--- src/rtl/acs_pkg.sv ---
// Shared types and constants for the accelerometer step counter.
package acs_pkg;

  // Request kinds on the input channel
  localparam logic [1:0] KIND_SAMPLE = 2'd0;
  localparam logic [1:0] KIND_TOGGLE = 2'd1;
  localparam logic [1:0] KIND_CLEAR  = 2'd2;

  // Configuration register indexes
  localparam logic [1:0] CFG_LOW_SQ   = 2'd0;
  localparam logic [1:0] CFG_HIGH_SQ  = 2'd1;
  localparam logic [1:0] CFG_REFRACT  = 2'd2;

  // Configuration reset values
  localparam logic [33:0] LOW_SQ_RESET  = 34'd697925;
  localparam logic [33:0] HIGH_SQ_RESET = 34'd17447329;
  localparam logic [7:0]  REFRACT_RESET = 8'd15;

  // Saturation limits
  localparam logic [15:0] STEP_MAX   = 16'hFFFF;
  localparam logic [7:0]  PERIOD_MAX = 8'hFF;

  // Operation handed from the front end to the back end
  typedef enum logic [2:0] {
    OP_SAMPLE_ON,
    OP_SAMPLE_OFF,
    OP_TOGGLE,
    OP_CLEAR,
    OP_NOP
  } acs_op_t;

  typedef struct packed {
    acs_op_t     op;
    logic        counting_on;
    logic [15:0] mag_x;
    logic [15:0] mag_y;
    logic [15:0] mag_z;
  } acs_item_t;

  typedef struct packed {
    logic [33:0] low_sq;
    logic [33:0] high_sq;
    logic [7:0]  refractory;
  } acs_cfg_t;

  typedef struct packed {
    logic [15:0] step_count;
    logic        counting_on;
    logic        step_detected;
  } acs_result_t;

endpackage

--- src/rtl/accel_step_counter_top.sv ---
// Top level of the accelerometer step counter: config registers, queues, front and back end.
//
//  channel  | handshake              | payload
//  ---------+------------------------+-------------------------------------------
//  input    | push / full            | in_kind, in_accel_x, in_accel_y, in_accel_z
//  result   | pop / empty            | out_step_count, out_counting_on,
//           |                        | out_step_detected
//  config   | cfg_valid / cfg_ready  | cfg_index, cfg_data
//
// One request per cycle sustained while the result queue keeps draining; each result
// passes the middle queue, the square stage and the sum stage into the output queue
// before it reaches the result ports, where it can be popped. The step/period update
// in the back end sets the rate.
// Synchronous active-low reset clears queues, counters and config to defaults.
// A stalled result queue holds the back end; the middle queue then fills and
// raises full. cfg_ready is always high.
module accel_step_counter_top #(
  parameter int MID_DEPTH = 4,
  parameter int OUT_DEPTH = 2
) (
  input  logic               clk,
  input  logic               rst_n,
  // input channel
  input  logic               push,
  output logic               full,
  input  logic [1:0]         in_kind,
  input  logic signed [15:0] in_accel_x,
  input  logic signed [15:0] in_accel_y,
  input  logic signed [15:0] in_accel_z,
  // result channel
  output logic               empty,
  input  logic               pop,
  output logic [15:0]        out_step_count,
  output logic               out_counting_on,
  output logic               out_step_detected,
  // configuration
  input  logic               cfg_valid,
  output logic               cfg_ready,
  input  logic [1:0]         cfg_index,
  input  logic [33:0]        cfg_data
);
  import acs_pkg::*;

  acs_cfg_t    cfg_r;
  acs_item_t   front_item, mid_item;
  acs_result_t back_res, out_res;
  logic        accept;
  logic        mid_empty, mid_pop;
  logic        res_full, res_push;

  assign cfg_ready = 1'b1;
  assign accept    = push && !full;

  // configuration registers
  always_ff @(posedge clk) begin
    if (!rst_n) begin
      cfg_r.low_sq     <= LOW_SQ_RESET;
      cfg_r.high_sq    <= HIGH_SQ_RESET;
      cfg_r.refractory <= REFRACT_RESET;
    end else if (cfg_valid) begin
      unique case (cfg_index)
        CFG_LOW_SQ:  cfg_r.low_sq     <= cfg_data;
        CFG_HIGH_SQ: cfg_r.high_sq    <= cfg_data;
        CFG_REFRACT: cfg_r.refractory <= cfg_data[7:0];
        default:     cfg_r            <= cfg_r;
      endcase
    end
  end

  acs_front u_front (
    .clk     (clk),
    .rst_n   (rst_n),
    .accept  (accept),
    .kind    (in_kind),
    .accel_x (in_accel_x),
    .accel_y (in_accel_y),
    .accel_z (in_accel_z),
    .item    (front_item)
  );

  acs_fifo #(
    .WIDTH ($bits(acs_item_t)),
    .DEPTH (MID_DEPTH)
  ) u_mid_q (
    .clk   (clk),
    .rst_n (rst_n),
    .push  (push),
    .wdata (front_item),
    .full  (full),
    .pop   (mid_pop),
    .rdata (mid_item),
    .empty (mid_empty)
  );

  acs_back u_back (
    .clk        (clk),
    .rst_n      (rst_n),
    .cfg        (cfg_r),
    .item       (mid_item),
    .item_empty (mid_empty),
    .item_pop   (mid_pop),
    .res_full   (res_full),
    .res_push   (res_push),
    .res        (back_res)
  );

  acs_fifo #(
    .WIDTH ($bits(acs_result_t)),
    .DEPTH (OUT_DEPTH)
  ) u_out_q (
    .clk   (clk),
    .rst_n (rst_n),
    .push  (res_push),
    .wdata (back_res),
    .full  (res_full),
    .pop   (pop),
    .rdata (out_res),
    .empty (empty)
  );

  assign out_step_count    = out_res.step_count;
  assign out_counting_on   = out_res.counting_on;
  assign out_step_detected = out_res.step_detected;

  // a step can only be seen while counting is on
  a_step_needs_enable: assert property (@(posedge clk) disable iff (!rst_n)
    (!empty && out_step_detected) |-> out_counting_on)
    else $error("step reported with counting off");

  // a detected step leaves a nonzero count
  a_step_nonzero: assert property (@(posedge clk) disable iff (!rst_n)
    (!empty && out_step_detected) |-> (out_step_count != 16'd0))
    else $error("step reported with zero count");

  // no results survive a reset
  a_reset_empty: assert property (@(posedge clk)
    !rst_n |=> empty)
    else $error("result queue not empty after reset");

endmodule

--- src/rtl/acs_fifo.sv ---
// Small register-based FIFO used between front and back end and at the output.
module acs_fifo #(
  parameter int WIDTH = 8,
  parameter int DEPTH = 2
) (
  input  logic             clk,
  input  logic             rst_n,
  input  logic             push,
  input  logic [WIDTH-1:0] wdata,
  output logic             full,
  input  logic             pop,
  output logic [WIDTH-1:0] rdata,
  output logic             empty
);

  localparam int PTR_W = (DEPTH > 1) ? $clog2(DEPTH) : 1;
  localparam int CNT_W = $clog2(DEPTH + 1);

  logic [WIDTH-1:0] mem_r [DEPTH];
  logic [PTR_W-1:0] wr_ptr_r, wr_ptr_nxt;
  logic [PTR_W-1:0] rd_ptr_r, rd_ptr_nxt;
  logic [CNT_W-1:0] count_r, count_nxt;
  logic             do_push, do_pop;

  assign full    = (count_r == CNT_W'(DEPTH));
  assign empty   = (count_r == '0);
  assign do_push = push && !full;
  assign do_pop  = pop && !empty;
  assign rdata   = mem_r[rd_ptr_r];

  // pointer and occupancy update
  always_comb begin
    wr_ptr_nxt = wr_ptr_r;
    rd_ptr_nxt = rd_ptr_r;
    count_nxt  = count_r;
    if (do_push) begin
      wr_ptr_nxt = (wr_ptr_r == PTR_W'(DEPTH - 1)) ? '0 : wr_ptr_r + 1'b1;
    end
    if (do_pop) begin
      rd_ptr_nxt = (rd_ptr_r == PTR_W'(DEPTH - 1)) ? '0 : rd_ptr_r + 1'b1;
    end
    if (do_push && !do_pop) begin
      count_nxt = count_r + 1'b1;
    end else if (do_pop && !do_push) begin
      count_nxt = count_r - 1'b1;
    end
  end

  always_ff @(posedge clk) begin
    if (!rst_n) begin
      wr_ptr_r <= '0;
      rd_ptr_r <= '0;
      count_r  <= '0;
    end else begin
      wr_ptr_r <= wr_ptr_nxt;
      rd_ptr_r <= rd_ptr_nxt;
      count_r  <= count_nxt;
    end
  end

  // storage, no reset needed
  always_ff @(posedge clk) begin
    if (do_push) begin
      mem_r[wr_ptr_r] <= wdata;
    end
  end

endmodule

--- src/rtl/acs_front.sv ---
// Front end: decodes requests, tracks counting enable and the stored reading.
module acs_front (
  input  logic               clk,
  input  logic               rst_n,
  input  logic               accept,
  input  logic [1:0]         kind,
  input  logic signed [15:0] accel_x,
  input  logic signed [15:0] accel_y,
  input  logic signed [15:0] accel_z,
  output acs_pkg::acs_item_t item
);
  import acs_pkg::*;

  logic               enabled_r, enabled_nxt;
  logic signed [15:0] prev_x_r, prev_y_r, prev_z_r;
  logic               store_prev;

  // absolute difference of two signed readings, always fits 16 bits unsigned
  function automatic logic [15:0] abs_diff(input logic signed [15:0] a,
                                           input logic signed [15:0] b);
    logic signed [16:0] d;
    logic signed [16:0] m;
    d = {a[15], a} - {b[15], b};
    m = d[16] ? -d : d;
    return m[15:0];
  endfunction

  // classify the request
  always_comb begin
    enabled_nxt      = enabled_r;
    store_prev       = 1'b0;
    item.op          = OP_NOP;
    item.mag_x       = abs_diff(accel_x, prev_x_r);
    item.mag_y       = abs_diff(accel_y, prev_y_r);
    item.mag_z       = abs_diff(accel_z, prev_z_r);
    unique case (kind)
      KIND_SAMPLE: begin
        if (enabled_r) begin
          item.op    = OP_SAMPLE_ON;
          store_prev = 1'b1;
        end else begin
          item.op    = OP_SAMPLE_OFF;
        end
      end
      KIND_TOGGLE: begin
        item.op     = OP_TOGGLE;
        enabled_nxt = !enabled_r;
      end
      KIND_CLEAR: begin
        item.op = OP_CLEAR;
      end
      default: begin
        item.op = OP_NOP;
      end
    endcase
    item.counting_on = enabled_nxt;
  end

  always_ff @(posedge clk) begin
    if (!rst_n) begin
      enabled_r <= 1'b0;
      prev_x_r  <= '0;
      prev_y_r  <= '0;
      prev_z_r  <= '0;
    end else if (accept) begin
      enabled_r <= enabled_nxt;
      if (store_prev) begin
        prev_x_r <= accel_x;
        prev_y_r <= accel_y;
        prev_z_r <= accel_z;
      end
    end
  end

endmodule

--- src/rtl/acs_back.sv ---
// Back end: squares, sums, window check and step/period bookkeeping.
module acs_back (
  input  logic                 clk,
  input  logic                 rst_n,
  input  acs_pkg::acs_cfg_t    cfg,
  input  acs_pkg::acs_item_t   item,
  input  logic                 item_empty,
  output logic                 item_pop,
  input  logic                 res_full,
  output logic                 res_push,
  output acs_pkg::acs_result_t res
);
  import acs_pkg::*;

  // square stage
  logic        sq_valid_r;
  acs_op_t     sq_op_r;
  logic        sq_on_r;
  logic [31:0] sq_x_r, sq_y_r, sq_z_r;

  // sum stage
  logic        sum_valid_r;
  acs_op_t     sum_op_r;
  logic        sum_on_r;
  logic [33:0] sum_r;

  // architectural counters
  logic [15:0] steps_r, steps_nxt;
  logic [7:0]  periods_r, periods_nxt;
  logic        detected;
  logic        in_window;
  logic [7:0]  periods_inc;
  logic        advance;

  // whole pipe holds while the last stage cannot hand off its result
  assign advance  = !(sum_valid_r && res_full);
  assign item_pop = advance && !item_empty;
  assign res_push = sum_valid_r && !res_full;

  always_ff @(posedge clk) begin
    if (!rst_n) begin
      sq_valid_r  <= 1'b0;
      sum_valid_r <= 1'b0;
    end else if (advance) begin
      sq_valid_r  <= !item_empty;
      sum_valid_r <= sq_valid_r;
    end
  end

  // payload of both stages
  always_ff @(posedge clk) begin
    if (advance) begin
      sq_op_r  <= item.op;
      sq_on_r  <= item.counting_on;
      sq_x_r   <= item.mag_x * item.mag_x;
      sq_y_r   <= item.mag_y * item.mag_y;
      sq_z_r   <= item.mag_z * item.mag_z;
      sum_op_r <= sq_op_r;
      sum_on_r <= sq_on_r;
      sum_r    <= {2'b00, sq_x_r} + {2'b00, sq_y_r} + {2'b00, sq_z_r};
    end
  end

  // window check and counter update
  assign in_window   = (sum_r > cfg.low_sq) && (sum_r < cfg.high_sq);
  assign periods_inc = (periods_r == PERIOD_MAX) ? periods_r : periods_r + 1'b1;

  always_comb begin
    steps_nxt   = steps_r;
    periods_nxt = periods_r;
    detected    = 1'b0;
    unique case (sum_op_r)
      OP_SAMPLE_ON: begin
        periods_nxt = periods_inc;
        if (in_window && (periods_inc > cfg.refractory)) begin
          detected    = 1'b1;
          periods_nxt = '0;
          if (steps_r != STEP_MAX) begin
            steps_nxt = steps_r + 1'b1;
          end
        end
      end
      OP_SAMPLE_OFF: begin
        periods_nxt = periods_inc;
      end
      OP_CLEAR: begin
        steps_nxt = '0;
      end
      default: begin
        steps_nxt = steps_r;
      end
    endcase
  end

  always_ff @(posedge clk) begin
    if (!rst_n) begin
      steps_r   <= '0;
      periods_r <= '0;
    end else if (res_push) begin
      steps_r   <= steps_nxt;
      periods_r <= periods_nxt;
    end
  end

  assign res.step_count    = steps_nxt;
  assign res.counting_on   = sum_on_r;
  assign res.step_detected = detected;

endmodule
--- config.mk ---
export PLATFORM = sky130hd
export DESIGN_NAME = accel_step_counter_top
export DESIGN_NICKNAME = d
export VERILOG_FILES = /design/src/rtl/acs_pkg.sv /design/src/rtl/accel_step_counter_top.sv /design/src/rtl/acs_fifo.sv /design/src/rtl/acs_front.sv /design/src/rtl/acs_back.sv
export SDC_FILE = /design/constraint.sdc
export NUM_CORES = 2
export LEC_CHECK = 0
export ABC_AREA = 1
export BUFFER_PORTS_ARGS = -buffer_cell sky130_fd_sc_hd__buf_2
export CORE_MARGIN = 3
export CORE_UTILIZATION = 29
export DETAILED_ROUTE_END_ITERATION = 16
export MAX_ROUTING_LAYER = met4
export PLACE_DENSITY = 0.56
export SLEW_MARGIN = 10
export SYNTH_ARGS = -nofsm -noshare
export SYNTH_HDL_FRONTEND = slang
export SYNTH_SLANG_ARGS = --single-unit
--- constraint.sdc ---
create_clock -name clk -period 6 [get_ports clk]
set_clock_uncertainty 0.2 [all_clocks]
set_input_delay 0.9 -clock clk [delete_from_list [all_inputs] [get_ports clk]]
set_output_delay 0.9 -clock clk [all_outputs]
set_load 0.005 [all_outputs]
Word level (Yosys, flattened, before mapping)
Memory sizes are Yosys's and may differ from the RTL's. A register that Yosys moved wholly into a read port is not among the register bits. Cells that the tools add are included.

Memory bits (writable): 244. Memories: 2. Input port bits: 91. Output and inout bits: 21. Word-level logic and storage cells: 131. Register bits: 300.

Multiply operators: 3. Eq/ne operators: 12. $add $sub $neg: 18. Reduce and logical (&&, ||, !) cells: 36. Magnitude comparators: 3. Muxes and demuxes: 32.

Memories: u_mid_q.mem_r (words 4, width 52, read ports 1, clocked after memory_dff 1, write ports 1, line acs_fifo.sv:19) `logic [WIDTH-1:0] mem_r [DEPTH];`; u_out_q.mem_r (words 2, width 18, read ports 1, clocked after memory_dff 1, write ports 1, line acs_fifo.sv:19).

Operator list (count): 16-bit by 16-bit multiplier with 32-bit output (3); 16-bit two-way mux (5); 16-bit by 16-bit subtractor with 17-bit output (3); 16-bit negator (3); 34-bit by 32-bit adder with 34-bit output (1); 34-bit > comparator (1); 34-bit less-than comparator (1); 32-bit by 32-bit adder with 33-bit output (1); 16-bit one-hot mux with 2 select lines (1); 16-bit by 1-bit adder with 16-bit output (second input constant) (1); 8-bit two-way mux (2); 16-bit != test (second input constant) (1); 8-bit one-hot mux with 2 select lines (1); 1-bit two-way mux (14); 1-bit logical AND (13); 2-bit two-way mux (6); 2-bit equality test (second input constant) (5); 1-bit zero test (10); 2-bit AND reduction (5); 3-bit one-hot mux with 3 select lines (1); 8-bit by 1-bit adder with 8-bit output (second input constant) (1); 8-bit equality test (second input constant) (1); 8-bit > comparator (1); 2-bit by 1-bit adder with 2-bit output (second input constant) (3); other kinds (12) (20).

Longest topological paths before layout
Depth after elaboration: 8. Depth in mapped cells: 32. Mapped depth without buffers: 28.

Hierarchy
A second synthesis with hierarchy kept.

Cell total of the unflattened synthesis: 5986. Area total of the unflattened synthesis: 51769.7 um2.

By module, submodules not included: acs_back (area an instance 32406.1 um2, times used 1, sequential area each 4574.4 um2, cells an instance 3876); acs_fifo (u_mid_q) (area an instance 8743.4 um2, times used 1, sequential area each 6426.2 um2, cells an instance 574); acs_front (area an instance 5880.6 um2, times used 1, sequential area each 980.9 um2, cells an instance 990); accel_step_counter_top (area an instance 3141.8 um2, times used 1, sequential area each 1521.5 um2, cells an instance 452); acs_fifo (u_out_q) (area an instance 1597.8 um2, times used 1, sequential area each 1181.1 um2, cells an instance 94).

Worst setup path before layout
OpenSTA, ideal clock, no wires.

Path kind: register -> register. Start point: register (tool-made name). End point: register u_back.sq_z_r[26] (data pin). Path buffers: 4. Arrival: 5.987 ns. Setup time: 0.264 ns. Period minus slack after synthesis: 6.450 ns. Required time: 5.536 ns. Cell stages (with the launch flop): 31. Path slack: -0.450 ns. Cells stage by stage: dfxtp_1 > buf_4 > clkinv_2 > buf_6 > buf_2 > buf_2 > nand2_1 > a32oi_1 > inv_1 > nor2_1 > inv_1 > fa_1 > inv_1 > fa_1 > inv_1 > fa_1 > inv_1 > fa_1 > fa_1 > inv_1 > fa_1 > inv_1 > ha_1 > nand2_1 > nor2_1 > inv_1 > nor3_1 > nand2_1 > o211ai_1 > a31oi_1 > xor2_1.

RTL lines: end signal, assigned (line acs_back.sv:57) `sq_z_r <= item.mag_z * item.mag_z;`; end, declared (line acs_back.sv:19) `logic [31:0] sq_x_r, sq_y_r, sq_z_r;`.

==> summary.txt <==
status: finished, violations left
failing checks: setup timing
nets: 7870
Seq cells post-synth: 544
H-tree levels: 2
mux cell area share after synthesis: 0.3906%
Die H: 429.0 µm
Routed WL: 139700 µm
EDFF count, synth: 379
HPWL Detailed: 113200 µm
Remaining DRCs: 0
RSZ-0062 raised after global routing: true
via count: 41340
Final Slew Violations: 0
vias in the first global route: 42550
Die Width: 429.0 µm
mapped cell area: 51890 µm²
Core Area: 177100 µm²
async set-reset flop share out of synthesis: 0%
crit path max-delay cell type: fa_1
die footprint: 184100 µm²
share of layout cells above drive strength 1: 20.01%
xor/xnor share of the synthesized area: 3.689%
kind of critical path: reg -> reg
routed len/inst: 15.22 µm
Area after DPL: 60150 µm²
Syn-to-layout area delta: 24.45%
critical path's most frequent cell: fa_1
RePlAce Congestion: 0.9311
Synth Area per Inst: 8.545 µm²
Longest Clk Path Bufs: 3
Worst-Margin Slew: 1210 ps
Worst Hold Launch: u_back.sq_op_r[1]$_DFFE_PN_
Mapped Nets: 7157
Arrival @ worst endpoint: 6750 ps
number of max-cap violations: 0
main combinational cell family by area after synthesis: adder cells
Initial DRT Pass Iterations: 5
row cnt: 154
WP data required: 6220 ps
fmax: 0.1532 GHz
Final Hold Fails: 0
post-layout min period: 6528 ps
DR vias/cell: 4.504
slowest stage delay, CP: 550 ps
Synth cell types: 64
pin count of the biggest net entering global routing: 97
first-pass GRT wire length: 223400 µm
startpoint type of the worst setup path: flop
Setup violations, final: 62
CTS root buf: clkbuf_16
clk sink count: 544
antenna-violating nets left: 0
Initial DRC Count: 1986
worst hold path type: reg -> reg
Initial Util: 29.30%
Worst-Skew Late Latency: 680 ps
Num CTS Buffers: 61
dominant synthesized flop cell: edfxtp_1
All-Layer GR Usage: 15.31%
Critical Path Sink Type: flop
compound-cell area share of the yosys netlist: 9.922%
clk slew on worst S/H paths: 70 ps
CP max FO: 6
Adder-Cell Fraction of Synth Area: 31.05%
Synth warnings: 0
grt total ovfl: 0
CTS tree: built
initial antenna violation count: 9
normalized max-slew margin: 19.04%
post-synthesis sequential area ratio: 28.30%
IO buf count: 110
# IOs: 112
Final Instance Area: 64580 µm²
simple-gate share of the synthesized area: 16.14%
period utilization: 108.8%
final setup margin: -528.5 ps
Synth Instances: 6073
metrics by stage:
stage	instances	setup TNS, ps	utilization (%)	hold WS (ps)	setup slack (ps)
after floorplan	6073	-1677	-	200.3	-191.6
after global placement	8996	-20530	33.97	208.6	-527.1
after detailed placement	8996	-23810	33.97	214.6	-601.2
after CTS	9122	-17480	35.62	207.7	-484.9
after global routing	9178	-34850	36.47	226.7	-762.5
final	9179	-18850	36.47	216.9	-528.5
critical path, delay by kind of cell, from the launching register on:
| kind | cells | cell delay [ps] |
|---|---|---|
| adder cells (fa/ha/maj) | 7 | 3320 |
| AO/OA/AOI/OAI | 6 | 1000 |
| buffers and inverters | 10 | 840 |
| flip-flops | 1 | 430 |
| AND/OR/NAND/NOR | 4 | 330 |
| XOR/XNOR | 1 | 130 |
cells in the final DEF (no fill, tap or decap), types with 26 or more instances in the layout:
cell,Yosys,layout
a21o_1,43,43
a21oi_1,399,341
a21oi_2,2,49
buf_2,57,109
buf_4,12,595
buf_6,8,43
clkbuf_16,0,69
dfxtp_1,165,163
edfxtp_1,379,379
fa_1,491,474
ha_1,502,464
ha_4,0,36
inv_1,1250,1205
inv_2,25,56
nand2_1,1176,1137
nand2_2,5,37
nand3_1,193,185
nand4_1,73,73
nor2_1,511,422
nor2_2,19,77
nor2_4,1,32
nor3_1,33,26
o211ai_1,27,27
o21ai_0,218,199
xnor2_1,68,62
xor2_1,145,138
per-layer routing:
metal	share of wire (%)	global-route usage, %	up-vias
li1	-	-	20760
met3	4.1	1.792	168
met4	2.3	3.411	0
met1	48	20.86	19640
met5	0	-	-
met2	46	24.43	779
cells by family (layout without fill, tap and decap cells):
group,count (synthesis),count (layout)
xor gates and xnor gates,216,216
adders and majority gates,993,993
other,1,4
AOI/OAI and AO/OA,847,847
muxes,18,18
DFF,544,544
and+or+nand+nor,2049,2049
buffers and inverters,1405,2168
cells in the mapped netlist (14+ instances only):
library cell,count,area share [%]
a32oi_2,30,0.94
dfxtp_1,165,6.4
nand4_1,73,0.88
o21ai_0,218,2.1
o21bai_1,20,0.29
clkbuf_1,47,0.34
inv_2,25,0.18
nor2_2,19,0.23
nor3_1,33,0.32
a21boi_0,14,0.20
nor2_1,511,3.7
a21o_1,43,0.62
inv_1,1250,9.0
xor2_1,145,2.4
o21a_1,17,0.25
xnor2_1,68,1.1
nand3_1,193,1.9
nand2_1,1176,8.5
mux2_2,18,0.39
fa_1,491,19
edfxtp_1,379,22
a31oi_1,18,0.22
a21oi_1,399,3.8
ha_1,502,12
o211ai_1,27,0.39
buf_2,57,0.55
repair_timing:
action,4_1_cts,5_1_grt
endpoints found under the setup margin,65,70
endpoints found under the hold margin,0,0
hold buffers,0,0
pin swaps,16,40
cloned,2,8
gates resized for setup,130,241
setup buffers,11,46
state kept, by name (all words and copies together), names as in the netlist, 16 cells and up, named ones only:
register and cells:
u_mid_q.mem_r 208, cfg_r 76, u_out_q.mem_r 36, u_back.sum_r 34, u_back.sq_x_r 31, u_back.sq_y_r 31, u_back.sq_z_r 31, u_back.steps_r 16
u_front.prev_x_r 16, u_front.prev_y_r 16, u_front.prev_z_r 16
worst paths after layout:
path | to | slack (ps) | depth (start not counted)
min | u_back.sum_op_r[1]$_DFFE_PN_ | 220 | 0
min reg2reg | u_back.sum_op_r[1]$_DFFE_PN_ | 220 | 0
max | u_back.sq_x_r[27]$_DFFE_PN_ | -530 | 28
max reg2reg | u_back.sq_x_r[27]$_DFFE_PN_ | -530 | 28
final cells by class:
class,instances,area (µm²)
flip-flops and latches,544,14690
clock buffers,69,1629
repair buffers,776,6140
inverters,1279,4856
clock inverters,44,614.3
diodes,3,7.507
well taps,2340,2928
multi-input cells,4124,33720
fillers,17990,112500
Power is left out: the tool's default activity adds up to more than one toggle a clock period on the data nets, which glitch-free logic cannot reach.
